**config.mk**
```make
export PLATFORM = sky130hd
export DESIGN_NAME = ffcsa_cell
export DESIGN_NICKNAME = d
export VERILOG_FILES = /design/src/rtl/ffcsa_pkg.sv /design/src/rtl/ffcsa_cell.sv
export SDC_FILE = /design/constraint.sdc
export NUM_CORES = 1
export LEC_CHECK = 0
export BUFFER_PORTS_ARGS = -buffer_cell sky130_fd_sc_hd__buf_2
export CELL_PAD_IN_SITES_DETAIL_PLACEMENT = 0
export CELL_PAD_IN_SITES_GLOBAL_PLACEMENT = 1
export CORE_MARGIN = 2
export CORE_UTILIZATION = 32
export DETAILED_ROUTE_END_ITERATION = 6
export GPL_TIMING_DRIVEN = 0
export PLACE_DENSITY = 0.82
export SLEW_MARGIN = 20
export SYNTH_ARGS = -nofsm -noshare
export SYNTH_HDL_FRONTEND = slang
export SYNTH_SLANG_ARGS = --single-unit
```
**constraint.sdc**
```tcl
create_clock -name clk -period 1.7 [get_ports clk]
set_input_delay 0.255 -clock clk [delete_from_list [all_inputs] [get_ports clk]]
set_output_delay 0.255 -clock clk [all_outputs]
set_load 0.03 [all_outputs]
```
**src/rtl/ffcsa_pkg.sv**
```systemverilog
// ----------------------------------------------------------------------------
// ffcsa_pkg
// shared widths, codes and types of the first-fit slot allocator
// ----------------------------------------------------------------------------
package ffcsa_pkg;

  localparam int SLOTS_DEF = 1024;

  localparam int OP_W     = 2;
  localparam int TAG_W    = 14;
  localparam int LEN_W    = 11;
  localparam int IDX_W    = 10;
  localparam int STATUS_W = 3;
  localparam int START_W  = 10;
  localparam int REV_W    = 32;
  localparam int FEE_W    = 8;
  localparam int CFG_IDX_W  = 1;
  localparam int CFG_DATA_W = 11;

  localparam logic [OP_W-1:0] OP_ALLOC   = 2'd0;
  localparam logic [OP_W-1:0] OP_RELEASE = 2'd1;
  localparam logic [OP_W-1:0] OP_READ    = 2'd2;
  localparam logic [OP_W-1:0] OP_UNUSED  = 2'd3;

  localparam logic [STATUS_W-1:0] ST_ALLOC    = 3'd0;
  localparam logic [STATUS_W-1:0] ST_DUP      = 3'd1;
  localparam logic [STATUS_W-1:0] ST_NOROOM   = 3'd2;
  localparam logic [STATUS_W-1:0] ST_REL      = 3'd3;
  localparam logic [STATUS_W-1:0] ST_NOTFOUND = 3'd4;
  localparam logic [STATUS_W-1:0] ST_READ     = 3'd5;
  localparam logic [STATUS_W-1:0] ST_INVALID  = 3'd6;

  localparam logic [CFG_IDX_W-1:0] CFG_SLOTS_IN_USE = 1'd0;
  localparam logic [CFG_IDX_W-1:0] CFG_FEE          = 1'd1;

  localparam logic [TAG_W-1:0]  TAG_MIN     = 14'd1000;
  localparam logic [TAG_W-1:0]  TAG_MAX     = 14'd9999;
  localparam logic [LEN_W-1:0]  SLOTS_RESET = 11'd1024;
  localparam logic [FEE_W-1:0]  FEE_RESET   = 8'd10;

  typedef struct packed {
    logic             shift;
    logic [TAG_W-1:0] feed;
  } ring_ctl_t;

endpackage

```
**src/rtl/ffcsa_cell.sv**
```systemverilog
// ----------------------------------------------------------------------------
// ffcsa_cell
// one slot of the tag ring, takes its neighbor's tag on every shift
// ----------------------------------------------------------------------------
module ffcsa_cell import ffcsa_pkg::*; (
  input  logic             clk,
  input  logic             rst_n,
  input  logic             shift,
  input  logic [TAG_W-1:0] d,
  output logic [TAG_W-1:0] q
);

  logic [TAG_W-1:0] tag_r;
  logic [TAG_W-1:0] tag_nxt;

  assign tag_nxt = shift ? d : tag_r;

  always_ff @(posedge clk) begin
    if (!rst_n) begin
      tag_r <= '0;
    end else begin
      tag_r <= tag_nxt;
    end
  end

  assign q = tag_r;

endmodule

```
* Yosys cells after proc, flatten, opt, wreduce, memory -nomap -nowiden
Index checks and enable logic that the tools add are counted.
** Storage, ports and cells
- Register bits after elaboration :: 14
- Input bits :: 17
- Output and inout port bits :: 14
- Word-level logic and storage cells :: 1

* Depth between registers and ports, before layout
- Depth after elaboration :: 0
- Depth in mapped cells :: 4

* Worst setup path after synthesis
Ideal clock, no wire load.
- Path kind :: input-to-reg
- From :: input port shift
- To :: register tag_r[10], in the netlist q[10]
- Library setup time :: 0.116 ns
- Data arrival time :: 0.708 ns
- Data required time :: 1.584 ns
- Slack :: 0.875 ns
- Cell stages on the path :: 4
- Path buffers :: 2
- Path through :: buf_6 buf_12 mux2i_1 nor2b_1
** RTL lines
- from (decl) :: line ffcsa_cell.sv:8 : input logic shift,
- to (signal assigned) :: line ffcsa_cell.sv:22 : tag_r <= tag_nxt;
- to (decl) :: line ffcsa_cell.sv:13 : logic [TAG_W-1:0] tag_r;

* Final worst setup path
- From :: register tag_r[13], in the netlist q[13]
- To :: output port q[13]
** RTL lines
- to (decl) :: line ffcsa_cell.sv:10 : output logic [TAG_W-1:0] q
No word-level cell between the ends.

==> qor.yml <==
cts_hold_buf: 0
multi_input_area_um2: 228
synth_flop_cell: "dfxtp_1"
drt-pass1-iter-count: 2
relSlewSlack: 0.772
synth_area_per_cell_um2: 12.1
path_max_fanout: 2
netlist.area_leader.share: 0.516
final_max_slew_viol_count: 0
reg2reg_slack_ns: 1.11
hold_path.class: "primary input to flip-flop"
path_clk_slew_ns: 0.08
pwr-share-seq: 0.497
fillers: 158
rr_startpoint: "q[5]"
critPathKind: "flip-flop to output pin"
syn2layout_area_growth_pct: 37.1
routed_wl_um: 961
yosysWarnings: 0
die_x_um: 45.2
crit_chain: "buf_2"
power_leakage_uw: 0.000390
cts_resized: 0
tns_ns: 0
die-height_um: 45.2
hpwl_um: 717
stdcell_area_um2: 744
grt_max_degree: 11
setup_viol: 0
power.switching_uw: 182
synthTopCellsByCount: "14 x dfxtp_1, 14 x mux2i_1, 14 x nor2b_1"
worstHoldStart: "d[11]"
gp_congestion: 0.627
min_to: "q[11]"
drive_gt1_frac: 0.449
dpl_cell_area_um2: 708
grt_pass1_vias: 390
numPortBuffers: 29
cts_tree: "built"
rr_endpoint: "q[5]"
status: "completed"
critPathSlowestCell: "dfxtp_1"
synth_nets: 62
max-cap-violations: 0
ir_drop_mv: 0.463
end_kind: "output pin"
post-route-period-util: 0.624
drc: 0
cts.sinks: 14
synthCells: 45
cts_buffers: 3
power_density_mw_per_mm2: 961
pwr-share-comb: 0.180
path_depth: 1
postRouteAntennaNets: 0
whs_path_depth: 3
rr_worst_depth: 2
grt_pass1_wl_um: 1600
synth-async-reset-ratio: 0
arrival_ns: 0.81
path_delay_family: "flip-flops"
start_kind: "flip-flop"
seq_area_um2: 280
rsz0062_at_grt: "no"
final_nets: 96
overflow: 0
ys_types: 6
antenna_found_initial: 0
vias_per_cell: 4.41
coreArea_mm2: 0.00154
finalHoldViolCount: 0
clk_path_buf_depth: 2
synth_top_area_cell: "dfxtp_1"
worst_clock_skew_ns: 0
vias: 415
dieArea_mm2: 0.00204
root_buffer: "clkbuf_4"
internal-power_uw: 534
post_cts_buffers: 0
drt_iter0_markers: 1
io-pin-count: 31
whs_ns: 0.233
row_count: 14
critPathBufInv: 1
fmax_mhz: 943
synthTopCellsByArea: "dfxtp_1 52%, mux2i_1 26%, nor2b_1 16%"
crit_required_ns: 1.44
layout_min_cycle_time_ns: 1.06
synth-edff-count: 0
swShare: 0.254
power.clock.fraction: 0.323
grt_use_total: 0.114
synth.yosys.seq_area_share: 0.516
n_antenna_cell: 0
htree_levels: 1
cpPeakStageDelay_ns: 0.33
ys_ff_latch: 14
clk_latency_ns: 0.27
largest_reg_flops: 14
netlist_area_um2: 543
start_util: 0.352
wl_per_cell_um: 10.2
tightest_slew_ns: 0.341
[worst max path at each step]
stage / startpoint / endpoint / slack (ns)
2_1_floorplan: shift / q[10] / 0.88
3_3_place_gp: rst_n / q[6] / 0.79
3_5_place_dp: rst_n / q[12] / 0.75
4_1_cts: q[3] / q[3] / 0.62
5_1_grt: q[3] / q[3] / 0.59
6_report: q[13] / q[13] / 0.64
[per-layer routing]
layer / vias up / GRT usage / wire (um) / share of wire
met4: 0 / 0.106 / 19 / 0.020
met3: 2 / 0.0240 / 50 / 0.052
met2: 12 / 0.174 / 478 / 0.50
met5: - / 0 / 0 / 0
li1: 213 / - / - / -
met1: 188 / 0.130 / 412 / 0.43
[logic make-up (layout without fill, tap and decap cells)]
group	after synthesis	after routing	synth area share
buffers and inverters	3	36	0.0645
flip-flops	14	14	0.516
multiplexers	14	14	0.258
AND/OR/NAND/NOR	14	14	0.161
[power by group through the flow]
stage          registers, uW  clock network [uW]  logic (uW)
2_1_floorplan            403                   0        48.1
3_3_place_gp             363                   0         129
3_5_place_dp             363                   0         131
4_1_cts                  356                 241         131
5_1_grt                  358                 249         140
6_report                 356                 231         129
[through the flow]
step	total power, uW	setup slack, ns	util	cells
after floorplan	451	0.875	-	45
after global placement	492	0.790	0.459	90
after detailed placement	494	0.751	0.459	90
after CTS	728	0.622	0.483	94
after global routing	747	0.586	0.483	94
final	716	0.639	0.483	94
[cell usage in the layout, fill, tap and decap left out, drive strengths merged]
cell type / instances
mux2i: 14
nor2b: 14
buf: 31
clkbuf: 5
dfxtp: 14
[final cells by class]
class                           instances  area share
Buffer                                  3      0.0471
Clock buffer                            4      0.0487
Multi-Input combinational cell         28       0.306
Sequential cell                        14       0.376
Tap cell                               16      0.0269
Timing Repair Buffer                   29       0.195
(Power assumes the default switching activity.)
