--- src/rtl/ffcsa_pkg.sv ---
// ----------------------------------------------------------------------------
// ffcsa_pkg
// shared widths, codes and types of the first-fit slot allocator
// ----------------------------------------------------------------------------
package ffcsa_pkg;

  localparam int SLOTS_DEF = 1024;

  localparam int OP_W     = 2;
  localparam int TAG_W    = 14;
  localparam int LEN_W    = 11;
  localparam int IDX_W    = 10;
  localparam int STATUS_W = 3;
  localparam int START_W  = 10;
  localparam int REV_W    = 32;
  localparam int FEE_W    = 8;
  localparam int CFG_IDX_W  = 1;
  localparam int CFG_DATA_W = 11;

  localparam logic [OP_W-1:0] OP_ALLOC   = 2'd0;
  localparam logic [OP_W-1:0] OP_RELEASE = 2'd1;
  localparam logic [OP_W-1:0] OP_READ    = 2'd2;
  localparam logic [OP_W-1:0] OP_UNUSED  = 2'd3;

  localparam logic [STATUS_W-1:0] ST_ALLOC    = 3'd0;
  localparam logic [STATUS_W-1:0] ST_DUP      = 3'd1;
  localparam logic [STATUS_W-1:0] ST_NOROOM   = 3'd2;
  localparam logic [STATUS_W-1:0] ST_REL      = 3'd3;
  localparam logic [STATUS_W-1:0] ST_NOTFOUND = 3'd4;
  localparam logic [STATUS_W-1:0] ST_READ     = 3'd5;
  localparam logic [STATUS_W-1:0] ST_INVALID  = 3'd6;

  localparam logic [CFG_IDX_W-1:0] CFG_SLOTS_IN_USE = 1'd0;
  localparam logic [CFG_IDX_W-1:0] CFG_FEE          = 1'd1;

  localparam logic [TAG_W-1:0]  TAG_MIN     = 14'd1000;
  localparam logic [TAG_W-1:0]  TAG_MAX     = 14'd9999;
  localparam logic [LEN_W-1:0]  SLOTS_RESET = 11'd1024;
  localparam logic [FEE_W-1:0]  FEE_RESET   = 8'd10;

  typedef struct packed {
    logic             shift;
    logic [TAG_W-1:0] feed;
  } ring_ctl_t;

endpackage

--- src/rtl/ffcsa_req_if.sv ---
// ----------------------------------------------------------------------------
// ffcsa_req_if
// request channel of the slot allocator
// ----------------------------------------------------------------------------
interface ffcsa_req_if;
  import ffcsa_pkg::*;

  logic             valid;
  logic             ready;
  logic [OP_W-1:0]  opcode;
  logic [TAG_W-1:0] owner_id;
  logic [LEN_W-1:0] block_length;
  logic [IDX_W-1:0] slot_index;

  modport source (output valid, opcode, owner_id, block_length, slot_index, input ready);
  modport sink   (input valid, opcode, owner_id, block_length, slot_index, output ready);
endinterface

--- src/rtl/ffcsa_rsp_if.sv ---
// ----------------------------------------------------------------------------
// ffcsa_rsp_if
// result channel of the slot allocator
// ----------------------------------------------------------------------------
interface ffcsa_rsp_if;
  import ffcsa_pkg::*;

  logic                valid;
  logic                ready;
  logic [STATUS_W-1:0] status;
  logic [START_W-1:0]  start_index;
  logic [TAG_W-1:0]    slot_owner;
  logic [REV_W-1:0]    revenue;

  modport source (output valid, status, start_index, slot_owner, revenue, input ready);
  modport sink   (input valid, status, start_index, slot_owner, revenue, output ready);
endinterface

--- src/rtl/ffcsa_cfg_if.sv ---
// ----------------------------------------------------------------------------
// ffcsa_cfg_if
// configuration write channel of the slot allocator
// ----------------------------------------------------------------------------
interface ffcsa_cfg_if;
  import ffcsa_pkg::*;

  logic                  valid;
  logic                  ready;
  logic [CFG_IDX_W-1:0]  index;
  logic [CFG_DATA_W-1:0] data;

  modport source (output valid, index, data, input ready);
  modport sink   (input valid, index, data, output ready);
endinterface

--- src/rtl/ffcsa_ctrl.sv ---
// ----------------------------------------------------------------------------
// ffcsa_ctrl
// request sequencer at the head of the tag ring, config and result register
// ----------------------------------------------------------------------------
module ffcsa_ctrl import ffcsa_pkg::*; #(
  parameter int SLOTS = SLOTS_DEF
) (
  input  logic             clk,
  input  logic             rst_n,
  ffcsa_req_if.sink        in_chan,
  ffcsa_rsp_if.source      out_chan,
  ffcsa_cfg_if.sink        cfg_chan,
  input  logic [TAG_W-1:0] head_tag,
  output ring_ctl_t        ring_ctl
);

  localparam int SLOT_W = (SLOTS > 1) ? $clog2(SLOTS) : 1;
  localparam int CNT_W  = $clog2(SLOTS + 1);
  localparam int CW     = (CNT_W > LEN_W) ? CNT_W : LEN_W;
  localparam logic [SLOT_W-1:0] LAST_K = SLOT_W'(SLOTS - 1);
  localparam logic [CW-1:0]     N_MAX  = CW'(SLOTS);

  typedef enum logic [3:0] {
    S_IDLE  = 4'b0001,
    S_PASS1 = 4'b0010,
    S_PASS2 = 4'b0100,
    S_DONE  = 4'b1000
  } state_t;

  state_t              state_r, state_nxt;
  logic [SLOT_W-1:0]   k_r, k_nxt;
  logic [OP_W-1:0]     op_r, op_nxt;
  logic [TAG_W-1:0]    tag_r, tag_nxt;
  logic [LEN_W-1:0]    len_r, len_nxt;
  logic [IDX_W-1:0]    idx_r, idx_nxt;
  logic [CW-1:0]       run_r, run_nxt;
  logic                fit_r, fit_nxt;
  logic                dup_r, dup_nxt;
  logic                found_r, found_nxt;
  logic [CW-1:0]       lo_r, lo_nxt;
  logic [CW-1:0]       hi_r, hi_nxt;
  logic [TAG_W-1:0]    owner_r, owner_nxt;
  logic [STATUS_W-1:0] status_r, status_nxt;
  logic [REV_W-1:0]    rev_r, rev_nxt;
  logic [LEN_W-1:0]    slots_r;
  logic [FEE_W-1:0]    fee_r;

  logic                out_valid_r, out_valid_nxt;
  logic [STATUS_W-1:0] out_status_r;
  logic [START_W-1:0]  out_start_r;
  logic [TAG_W-1:0]    out_owner_r;
  logic [REV_W-1:0]    out_rev_r;
  logic                out_load;

  logic [CW-1:0]       slots_ext;
  logic [CW-1:0]       n_eff;
  logic [CW-1:0]       kx;
  logic [CW-1:0]       len_ext;
  logic                in_rng;
  logic                tag_ok;
  logic                in_tag_ok;
  logic [REV_W:0]      rev_sum;
  logic [TAG_W-1:0]    feed;

  assign slots_ext = CW'(slots_r);
  assign n_eff     = (slots_ext == '0) ? CW'(1) : ((slots_ext > N_MAX) ? N_MAX : slots_ext);
  assign kx        = CW'(k_r);
  assign len_ext   = CW'(len_r);
  assign in_rng    = (kx < n_eff);
  assign tag_ok    = (tag_r >= TAG_MIN) && (tag_r <= TAG_MAX);
  assign in_tag_ok = (in_chan.owner_id >= TAG_MIN) && (in_chan.owner_id <= TAG_MAX);
  assign rev_sum   = {1'b0, rev_r} + (REV_W + 1)'(fee_r);

  assign in_chan.ready  = (state_r == S_IDLE);
  assign cfg_chan.ready = 1'b1;
  assign out_load       = (state_r == S_DONE) && (!out_valid_r || out_chan.ready);

  always_comb begin
    state_nxt  = state_r;
    k_nxt      = k_r;
    op_nxt     = op_r;
    tag_nxt    = tag_r;
    len_nxt    = len_r;
    idx_nxt    = idx_r;
    run_nxt    = run_r;
    fit_nxt    = fit_r;
    dup_nxt    = dup_r;
    found_nxt  = found_r;
    lo_nxt     = lo_r;
    hi_nxt     = hi_r;
    owner_nxt  = owner_r;
    status_nxt = status_r;
    rev_nxt    = rev_r;
    feed       = head_tag;

    unique case (state_r)
      S_IDLE: begin
        if (in_chan.valid) begin
          op_nxt    = in_chan.opcode;
          tag_nxt   = in_chan.owner_id;
          len_nxt   = in_chan.block_length;
          idx_nxt   = in_chan.slot_index;
          k_nxt     = '0;
          run_nxt   = '0;
          fit_nxt   = 1'b0;
          dup_nxt   = 1'b0;
          found_nxt = 1'b0;
          lo_nxt    = '0;
          hi_nxt    = '0;
          owner_nxt = '0;
          status_nxt = ST_INVALID;
          state_nxt  = S_DONE;
          unique case (in_chan.opcode)
            OP_ALLOC: begin
              if (in_tag_ok && (in_chan.block_length != '0)) state_nxt = S_PASS1;
            end
            OP_RELEASE: begin
              if (in_tag_ok) state_nxt = S_PASS1;
            end
            OP_READ: begin
              if (CW'(in_chan.slot_index) < n_eff) state_nxt = S_PASS1;
            end
            OP_UNUSED: begin
              state_nxt = S_DONE;
            end
          endcase
        end
      end

      S_PASS1: begin
        unique case (op_r)
          OP_ALLOC: begin
            if (in_rng) begin
              if (head_tag == tag_r) dup_nxt = 1'b1;
              if (!fit_r) begin
                if (head_tag == '0) begin
                  run_nxt = run_r + CW'(1);
                  if ((run_r + CW'(1)) == len_ext) begin
                    fit_nxt = 1'b1;
                    lo_nxt  = kx + CW'(1) - len_ext;
                    hi_nxt  = kx;
                  end
                end else begin
                  run_nxt = '0;
                end
              end
            end
          end
          OP_RELEASE: begin
            if (in_rng && (head_tag == tag_r)) begin
              feed      = '0;
              found_nxt = 1'b1;
            end
          end
          OP_READ: begin
            if (kx == CW'(idx_r)) owner_nxt = head_tag;
          end
          OP_UNUSED: begin
            feed = head_tag;
          end
        endcase

        k_nxt = k_r + SLOT_W'(1);
        if (k_r == LAST_K) begin
          k_nxt     = '0;
          state_nxt = S_DONE;
          unique case (op_r)
            OP_ALLOC: begin
              if (dup_nxt) begin
                status_nxt = ST_DUP;
              end else if (fit_nxt) begin
                status_nxt = ST_ALLOC;
                state_nxt  = S_PASS2;
                rev_nxt    = rev_sum[REV_W] ? {REV_W{1'b1}} : rev_sum[REV_W-1:0];
              end else begin
                status_nxt = ST_NOROOM;
              end
            end
            OP_RELEASE: status_nxt = found_nxt ? ST_REL : ST_NOTFOUND;
            OP_READ:    status_nxt = ST_READ;
            OP_UNUSED:  status_nxt = ST_INVALID;
          endcase
        end
      end

      S_PASS2: begin
        if ((kx >= lo_r) && (kx <= hi_r) && tag_ok) feed = tag_r;
        k_nxt = k_r + SLOT_W'(1);
        if (k_r == LAST_K) begin
          k_nxt     = '0;
          state_nxt = S_DONE;
        end
      end

      S_DONE: begin
        if (out_load) state_nxt = S_IDLE;
      end

      default: state_nxt = S_IDLE;
    endcase
  end

  assign ring_ctl.shift = (state_r == S_PASS1) || (state_r == S_PASS2);
  assign ring_ctl.feed  = feed;

  always_comb begin
    out_valid_nxt = out_valid_r;
    if (out_chan.ready) out_valid_nxt = 1'b0;
    if (out_load)       out_valid_nxt = 1'b1;
  end

  always_ff @(posedge clk) begin
    if (!rst_n) begin
      state_r     <= S_IDLE;
      rev_r       <= '0;
      slots_r     <= SLOTS_RESET;
      fee_r       <= FEE_RESET;
      out_valid_r <= 1'b0;
      k_r         <= '0;
    end else begin
      state_r     <= state_nxt;
      rev_r       <= rev_nxt;
      out_valid_r <= out_valid_nxt;
      k_r         <= k_nxt;
      if (cfg_chan.valid) begin
        unique case (cfg_chan.index)
          CFG_SLOTS_IN_USE: slots_r <= cfg_chan.data;
          CFG_FEE:          fee_r   <= cfg_chan.data[FEE_W-1:0];
        endcase
      end
    end
  end

  always_ff @(posedge clk) begin
    op_r     <= op_nxt;
    tag_r    <= tag_nxt;
    len_r    <= len_nxt;
    idx_r    <= idx_nxt;
    run_r    <= run_nxt;
    fit_r    <= fit_nxt;
    dup_r    <= dup_nxt;
    found_r  <= found_nxt;
    lo_r     <= lo_nxt;
    hi_r     <= hi_nxt;
    owner_r  <= owner_nxt;
    status_r <= status_nxt;
    if (out_load) begin
      out_status_r <= status_r;
      out_start_r  <= (status_r == ST_ALLOC) ? lo_r[START_W-1:0] : '0;
      out_owner_r  <= owner_r;
      out_rev_r    <= rev_r;
    end
  end

  assign out_chan.valid       = out_valid_r;
  assign out_chan.status      = out_status_r;
  assign out_chan.start_index = out_start_r;
  assign out_chan.slot_owner  = out_owner_r;
  assign out_chan.revenue     = out_rev_r;

endmodule

--- src/flat_wrapper.sv ---
// flat-port wrapper written by rule: the top's interface ports become plain ports
module ffcsa_ctrl_flat import ffcsa_pkg::*;
#(
  parameter int SLOTS = SLOTS_DEF
)
  (clk, rst_n, head_tag, ring_ctl, in_chan_valid, in_chan_opcode, in_chan_owner_id, in_chan_block_length, in_chan_slot_index, in_chan_ready, out_chan_valid, out_chan_status, out_chan_start_index, out_chan_slot_owner, out_chan_revenue, out_chan_ready, cfg_chan_valid, cfg_chan_index, cfg_chan_data, cfg_chan_ready);
  ffcsa_req_if in_chan_i ();
  ffcsa_rsp_if out_chan_i ();
  ffcsa_cfg_if cfg_chan_i ();
  input  logic clk;
  input  logic rst_n;
  input  logic [TAG_W-1:0] head_tag;
  output ring_ctl_t ring_ctl;
  input wire logic [$bits(in_chan_i.valid)-1:0] in_chan_valid;
  input wire logic [$bits(in_chan_i.opcode)-1:0] in_chan_opcode;
  input wire logic [$bits(in_chan_i.owner_id)-1:0] in_chan_owner_id;
  input wire logic [$bits(in_chan_i.block_length)-1:0] in_chan_block_length;
  input wire logic [$bits(in_chan_i.slot_index)-1:0] in_chan_slot_index;
  output wire logic [$bits(in_chan_i.ready)-1:0] in_chan_ready;
  output wire logic [$bits(out_chan_i.valid)-1:0] out_chan_valid;
  output wire logic [$bits(out_chan_i.status)-1:0] out_chan_status;
  output wire logic [$bits(out_chan_i.start_index)-1:0] out_chan_start_index;
  output wire logic [$bits(out_chan_i.slot_owner)-1:0] out_chan_slot_owner;
  output wire logic [$bits(out_chan_i.revenue)-1:0] out_chan_revenue;
  input wire logic [$bits(out_chan_i.ready)-1:0] out_chan_ready;
  input wire logic [$bits(cfg_chan_i.valid)-1:0] cfg_chan_valid;
  input wire logic [$bits(cfg_chan_i.index)-1:0] cfg_chan_index;
  input wire logic [$bits(cfg_chan_i.data)-1:0] cfg_chan_data;
  output wire logic [$bits(cfg_chan_i.ready)-1:0] cfg_chan_ready;
  assign in_chan_i.valid = in_chan_valid;
  assign in_chan_i.opcode = in_chan_opcode;
  assign in_chan_i.owner_id = in_chan_owner_id;
  assign in_chan_i.block_length = in_chan_block_length;
  assign in_chan_i.slot_index = in_chan_slot_index;
  assign in_chan_ready = in_chan_i.ready;
  assign out_chan_valid = out_chan_i.valid;
  assign out_chan_status = out_chan_i.status;
  assign out_chan_start_index = out_chan_i.start_index;
  assign out_chan_slot_owner = out_chan_i.slot_owner;
  assign out_chan_revenue = out_chan_i.revenue;
  assign out_chan_i.ready = out_chan_ready;
  assign cfg_chan_i.valid = cfg_chan_valid;
  assign cfg_chan_i.index = cfg_chan_index;
  assign cfg_chan_i.data = cfg_chan_data;
  assign cfg_chan_ready = cfg_chan_i.ready;
  ffcsa_ctrl #(.SLOTS(SLOTS)) u_core (.clk(clk), .rst_n(rst_n), .in_chan(in_chan_i), .out_chan(out_chan_i), .cfg_chan(cfg_chan_i), .head_tag(head_tag), .ring_ctl(ring_ctl));
endmodule
--- config.mk ---
export PLATFORM = sky130hd
export DESIGN_NAME = ffcsa_ctrl_flat
export DESIGN_NICKNAME = d
export VERILOG_FILES = /design/src/rtl/ffcsa_pkg.sv /design/src/rtl/ffcsa_req_if.sv /design/src/rtl/ffcsa_rsp_if.sv /design/src/rtl/ffcsa_cfg_if.sv /design/src/rtl/ffcsa_ctrl.sv /design/src/flat_wrapper.sv
export SDC_FILE = /design/constraint.sdc
export NUM_CORES = 1
export LEC_CHECK = 0
export ABC_AREA = 1
export BUFFER_PORTS_ARGS = -buffer_cell sky130_fd_sc_hd__buf_2
export CAP_MARGIN = 20
export CORE_UTILIZATION = 50
export CTS_CLUSTER_DIAMETER = 80
export CTS_CLUSTER_SIZE = 8
export DETAILED_ROUTE_END_ITERATION = 10
export GPL_TIMING_DRIVEN = 0
export PLACE_DENSITY = 0.85
export REMOVE_ABC_BUFFERS = 1
export SLEW_MARGIN = 20
export SYNTH_ARGS = -nofsm -noshare
export SYNTH_HDL_FRONTEND = slang
export SYNTH_SLANG_ARGS = --single-unit
--- constraint.sdc ---
create_clock -name clk -period 7.3 [get_ports clk]
set_input_delay 1.095 -clock clk [delete_from_list [all_inputs] [get_ports clk]]
set_output_delay 1.095 -clock clk [all_outputs]
set_load 0.02 [all_outputs]
* Word-level counts from Yosys, hierarchy flattened
Index checks and enable logic that the tools add are counted.
Word-level totals: input port bits 68, logic and storage cells 164, output and inout bits 77, flip-flop bits (word level) 215
Cells by class: reductions and logical operators 31, order comparisons 9, bitwise gates (word level) 2, equality and inequality tests 25, add/subtract/negate cells 5, mux-type cells 70
Operators by type and width (number):
- $mux W11 | 17
- $mux W14 | 6
- $pmux W11 S2 | 3
- $pmux W14 S2 | 2
- $mux W4 | 10
- $add A32 B8 Y33 | 1
- $mux W32 | 1
- $pmux W4 S4 | 2
- $ge A14 B10 Y1 const B | 2
- $le A14 B14 Y1 const B | 2
- $lt A10 B11 Y1 | 2
- $mux W10 | 2
- $pmux W10 S2 | 1
- $mux W1 | 16
- $eq A14 B14 Y1 | 1
- $logic_not A14 Y1 | 1
- $ne A2 B1 Y1 const B | 7
- $mux W3 | 4
- $pmux W3 S4 | 1
- $add A10 B1 Y11 const B | 1
- $add A11 B1 Y11 const B | 1
- $eq A11 B11 Y1 | 1
- $ge A10 B11 Y1 | 1
- $gt A11 B11 Y1 const B | 1
- 30 further kinds | 56

* Depth between registers and ports, before layout
word-level depth 13, depth in mapped cells 18, depth with buffers taken out 18

* Worst setup path after synthesis
OpenSTA, ideal clock, no wires.
kind input to register, start point input port out_chan_ready, end point register u_core.out_rev_r[0], in the netlist u_core.out_chan.revenue[0] (enable), required time 6.678 ns, path buffers 0, data arrival time 6.757 ns, cell stages on the path 2, setup slack -0.079 ns, library setup time 0.622 ns, cell sequence nor2_1 -> nor4_1
On the way: cells in the longest elaborated chain, start to end 2
Ends and longest elaborated chain:
- start: declaration | RTL line flat_wrapper.sv:25 | input wire logic [$bits(out_chan_i.ready)-1:0] out_chan_ready;
- $logic_or A1 B1 Y1 | RTL line ffcsa_ctrl.sv:76 | assign out_load = (state_r == S_DONE) && (!out_valid_r || out_chan.ready);
- $logic_and A1 B1 Y1 | RTL line ffcsa_ctrl.sv:76
- via u_core.out_load | RTL line ffcsa_ctrl.sv:53 | logic out_load;
- end signal: assignment | RTL line ffcsa_ctrl.sv:251 | out_rev_r <= rev_r;
- end: declaration | RTL line ffcsa_ctrl.sv:52 | logic [REV_W-1:0] out_rev_r;
The timed path passes the listed nets, and every way through them passes these cells. A chain may end at the register's enable or synchronous reset.

==> results.cfg <==
[timing]
timing.slew.headroom_pct = 26.4
tightest_slew_ns = 1.10
slew_violations = 0
finClkSkew_ns = 0.0254
post-route-period-util_pct = 72.7
setup_viol = 0
setup_tns_ns = 0
hold_viol_final = 0
fin_crit_ns = 5.31
setup_ws_ns = 1.99
clock.fmax_mhz = 188
rsz0062_at_grt = false

[drt]
wl_per_cell_um = 16.2
vias = 10600
drc = 0
dr.first_iter.drc_count = 863
ant_nets = 0
avgViaCountPerCell = 5.54
wl_um = 31000
dr.pass1.iters = 6

[pwr]
p_total_mw = 3.32
switching_share_pct = 28.2
pwr-share-seq_pct = 45.5
p_clk_share_pct = 38.5
power_switching_mw = 0.937
internal_power_mw = 2.38
pwr-share-comb_pct = 16.0
p_leak_nw = 5.96
p_per_area_mw_per_mm2 = 240
ir_worst_vdd_mv = 0.204

[grt]
grt_first_pass_wirelength_um = 49600
grt_overflow_total = 0
grt_antenna_before_repair = 6
grt_pass1_vias = 10200
grt_start_max_net_pins = 36
grt_use_total_pct = 25.8

[cts]
clkSinkCount = 214
insertion_delay_ns = 0.56
htreeDepth = 1
cts_resized = 0
path_clk_slew_ns = 0.05
cts_tree = yes
ctsHoldBuffers = 0
numCtsBuffers = 30
root_buffer = clkbuf_16
post-cts-setup-buffers = 0
cts_buffer_depth = 3

[floorplan]
die_x_um = 156
ios = 145
fp-row-count = 55
core-area_sq_mm = 0.0229
initial_core_util_pct = 51.6
dieArea_sq_mm = 0.0243
die_y_um = 156

[setup_path]
r2r_setup_slack_ns = 3.34
timing.rr.end = u_core.status_r[0]
critPathKind = flip-flop to output pin
cp-start-kind = flip-flop
path_cells = nor2_1 -> nand3_1 -> o21ai_2 -> nand2_1 -> ha_1 -> a21oi_1 -> o21ai_0 -> a21oi_1 -> a21boi_0 -> nand4_1 -> nand2_1 -> nand3_1 -> buf_2
reg2reg_from = u_core.slots_ext[4]
path_max_fanout = 16
critPathMaxStageDelay_ns = 0.74
cp-endpoint = ring_ctl[5]
crit_path_start = u_core.slots_ext[4]
cp-end-kind = output pin
rr_worst_depth = 13
worstPathRequired_ns = 6.20
cpMaxStageDelayCell = nand4_1
worstPathArrival_ns = 4.21

[final_layout]
fin_area_sq_mm = 0.0139
layout.nets = 1716
drive_gt1_share_pct = 14.3
area_delta_synth_final_pct = 17.1

[synthesis]
syn_area_sq_mm = 0.0118
netlist-cell-type-count = 55
synth_edf_count = 148
ys_seq_area_share_pct = 48.8
synth_seq_cells = 214
async_flop_share_pct = 0
yosysWarnings = 0
synth_ff_type = edfxtp_1
avgSynthCellArea_sq_um = 8.33
synth_cells = 1420

[outcome]
status = finished clean

[placement]
port_buffers = 143
dpl.hpwl_um = 22800
pre_cts_ws_ns = 2.67
gp_congestion = 0.951
place_area_sq_mm = 0.0130

[run]
cap_violations = 0

[min_path]
hold_path.class = flip-flop to flip-flop
whs_path_depth = 0
[final cells by class]
| cell class | instances | area [sq um] |
|---|---|---|
| diodes | 4 | 10.0 |
| clock buffers | 54 | 851 |
| clock inverters | 1 | 16.3 |
| fillers | 1944 | 9060 |
| inverters | 178 | 668 |
| multi-input cells | 995 | 5290 |
| flip-flops and latches | 214 | 5770 |
| well taps | 313 | 392 |
| repair buffers | 160 | 856 |
[critical path: cells and delay by family (launching register included)]
| family | cells | cell delay [ns] |
|---|---|---|
| DFF | 1 | 0.34 |
| and+or+nand+nor | 6 | 1.62 |
| buffers and inverters | 1 | 0.18 |
| adders and majority gates | 1 | 0.32 |
| AOI/OAI and AO/OA | 5 | 1.18 |
[how the worst min path moves through the flow]
stage | from | endpoint | slack (ns)
after global routing | u_core.owner_r[10] | u_core.out_chan.slot_owner[10] | 0.42
after CTS | u_core.owner_r[12] | u_core.out_chan.slot_owner[12] | 0.41
after detailed placement | u_core.owner_r[13] | u_core.out_chan.slot_owner[13] | 0.41
after floorplan | u_core.owner_r[0] | u_core.out_chan.slot_owner[0] | 0.40
final | u_core.owner_r[12] | u_core.out_chan.slot_owner[12] | 0.41
after global placement | u_core.owner_r[12] | u_core.out_chan.slot_owner[12] | 0.40
[synthesized netlist by cell type, types with 4 or more instances]
library cell | number | area [sq um]
a21oi_1 | 86 | 430
buf_2 | 8 | 40.0
clkbuf_1 | 21 | 78.8
dfxtp_1 | 66 | 1320
edfxtp_1 | 148 | 4440
ha_1 | 67 | 838
inv_1 | 172 | 646
inv_2 | 4 | 15.0
nand2_1 | 299 | 1120
nand3_1 | 131 | 656
nand3b_1 | 4 | 30.0
nand4_1 | 36 | 225
nor2_1 | 179 | 672
nor3_1 | 36 | 180
nor4_1 | 11 | 68.8
o211ai_1 | 5 | 37.5
o21ai_0 | 54 | 270
o21ai_1 | 9 | 45.0
o31ai_1 | 4 | 30.0
or2_2 | 13 | 81.3
xnor2_1 | 4 | 35.0
xor2_1 | 15 | 131
[through the flow]
stage	hold slack (ns)	utilization, %	instances
finish	0.406	60.4	1919
global route	0.420	60.4	1919
CTS	0.411	60.4	1915
detailed placement	0.407	56.6	1860
global placement	0.401	55.8	1843
floorplan	0.400	-	1387
[layer usage]
layer  wire length (um)  up-vias  global-route usage, %
li1                   -     5145                      -
met1              12400     4813                   31.8
met2              14100      539                   41.9
met3               2990      124                   5.92
met4               1550        4                   14.3
met5                 20        -                      0
[registers in the layout (all words and copies together) (netlist names), 2 cells and up]
signal,count
u_core.rev_r,32
u_core.run_r,11
u_core.status_r,3
u_core.k_r,10
u_core.state_r,4
u_core.out_chan.revenue,32
u_core.tag_r,14
u_core.out_chan.slot_owner,14
u_core.op_r,2
u_core.out_chan.start_index,10
u_core.owner_r,14
u_core.len_ext,11
u_core.lo_r,11
u_core.idx_r,10
u_core.fee_r,8
u_core.slots_ext,11
u_core.hi_r,10
u_core.out_chan.status,3
[placed cells by master (no fill, tap or decap), types with 4 or more instances in the layout]
cell	instances
xor2_1	15
o31ai_1	4
edfxtp_1	148
inv_2	6
nand3b_1	4
o211ai_1	5
a21oi_1	86
nor4_1	10
or2_2	13
inv_1	171
clkbuf_16	30
dfxtp_1	66
buf_4	4
o21ai_0	54
nand2_1	299
buf_2	152
ha_1	67
clkbuf_1	23
xnor2_1	4
nor2_1	178
nor2_2	4
nand4_1	36
diode_2	4
nor3_1	36
nand3_1	130
o21ai_1	9
[power by group through the flow]
stage | Sequential, mW | Combinational [mW] | Clock [mW]
finish | 1.51 | 0.530 | 1.28
global placement | 1.54 | 0.475 | 0
global route | 1.52 | 0.595 | 1.35
CTS | 1.51 | 0.528 | 1.29
floorplan | 1.53 | 0.343 | 0
detailed placement | 1.53 | 0.521 | 0
[cells by family (layout without fill, tap and decap cells)]
kind of cell	count (synthesis)	count (layout)	synth area share, %
compound gates	182	182	8.57
xor+xnor	20	20	1.60
fa+ha+maj	69	69	7.43
buf+inv	211	393	6.88
flops	214	214	48.8
other cells	1	5	0.0317
simple gates	723	723	26.7
No activity file was read; power rests on OpenSTA's default activity.
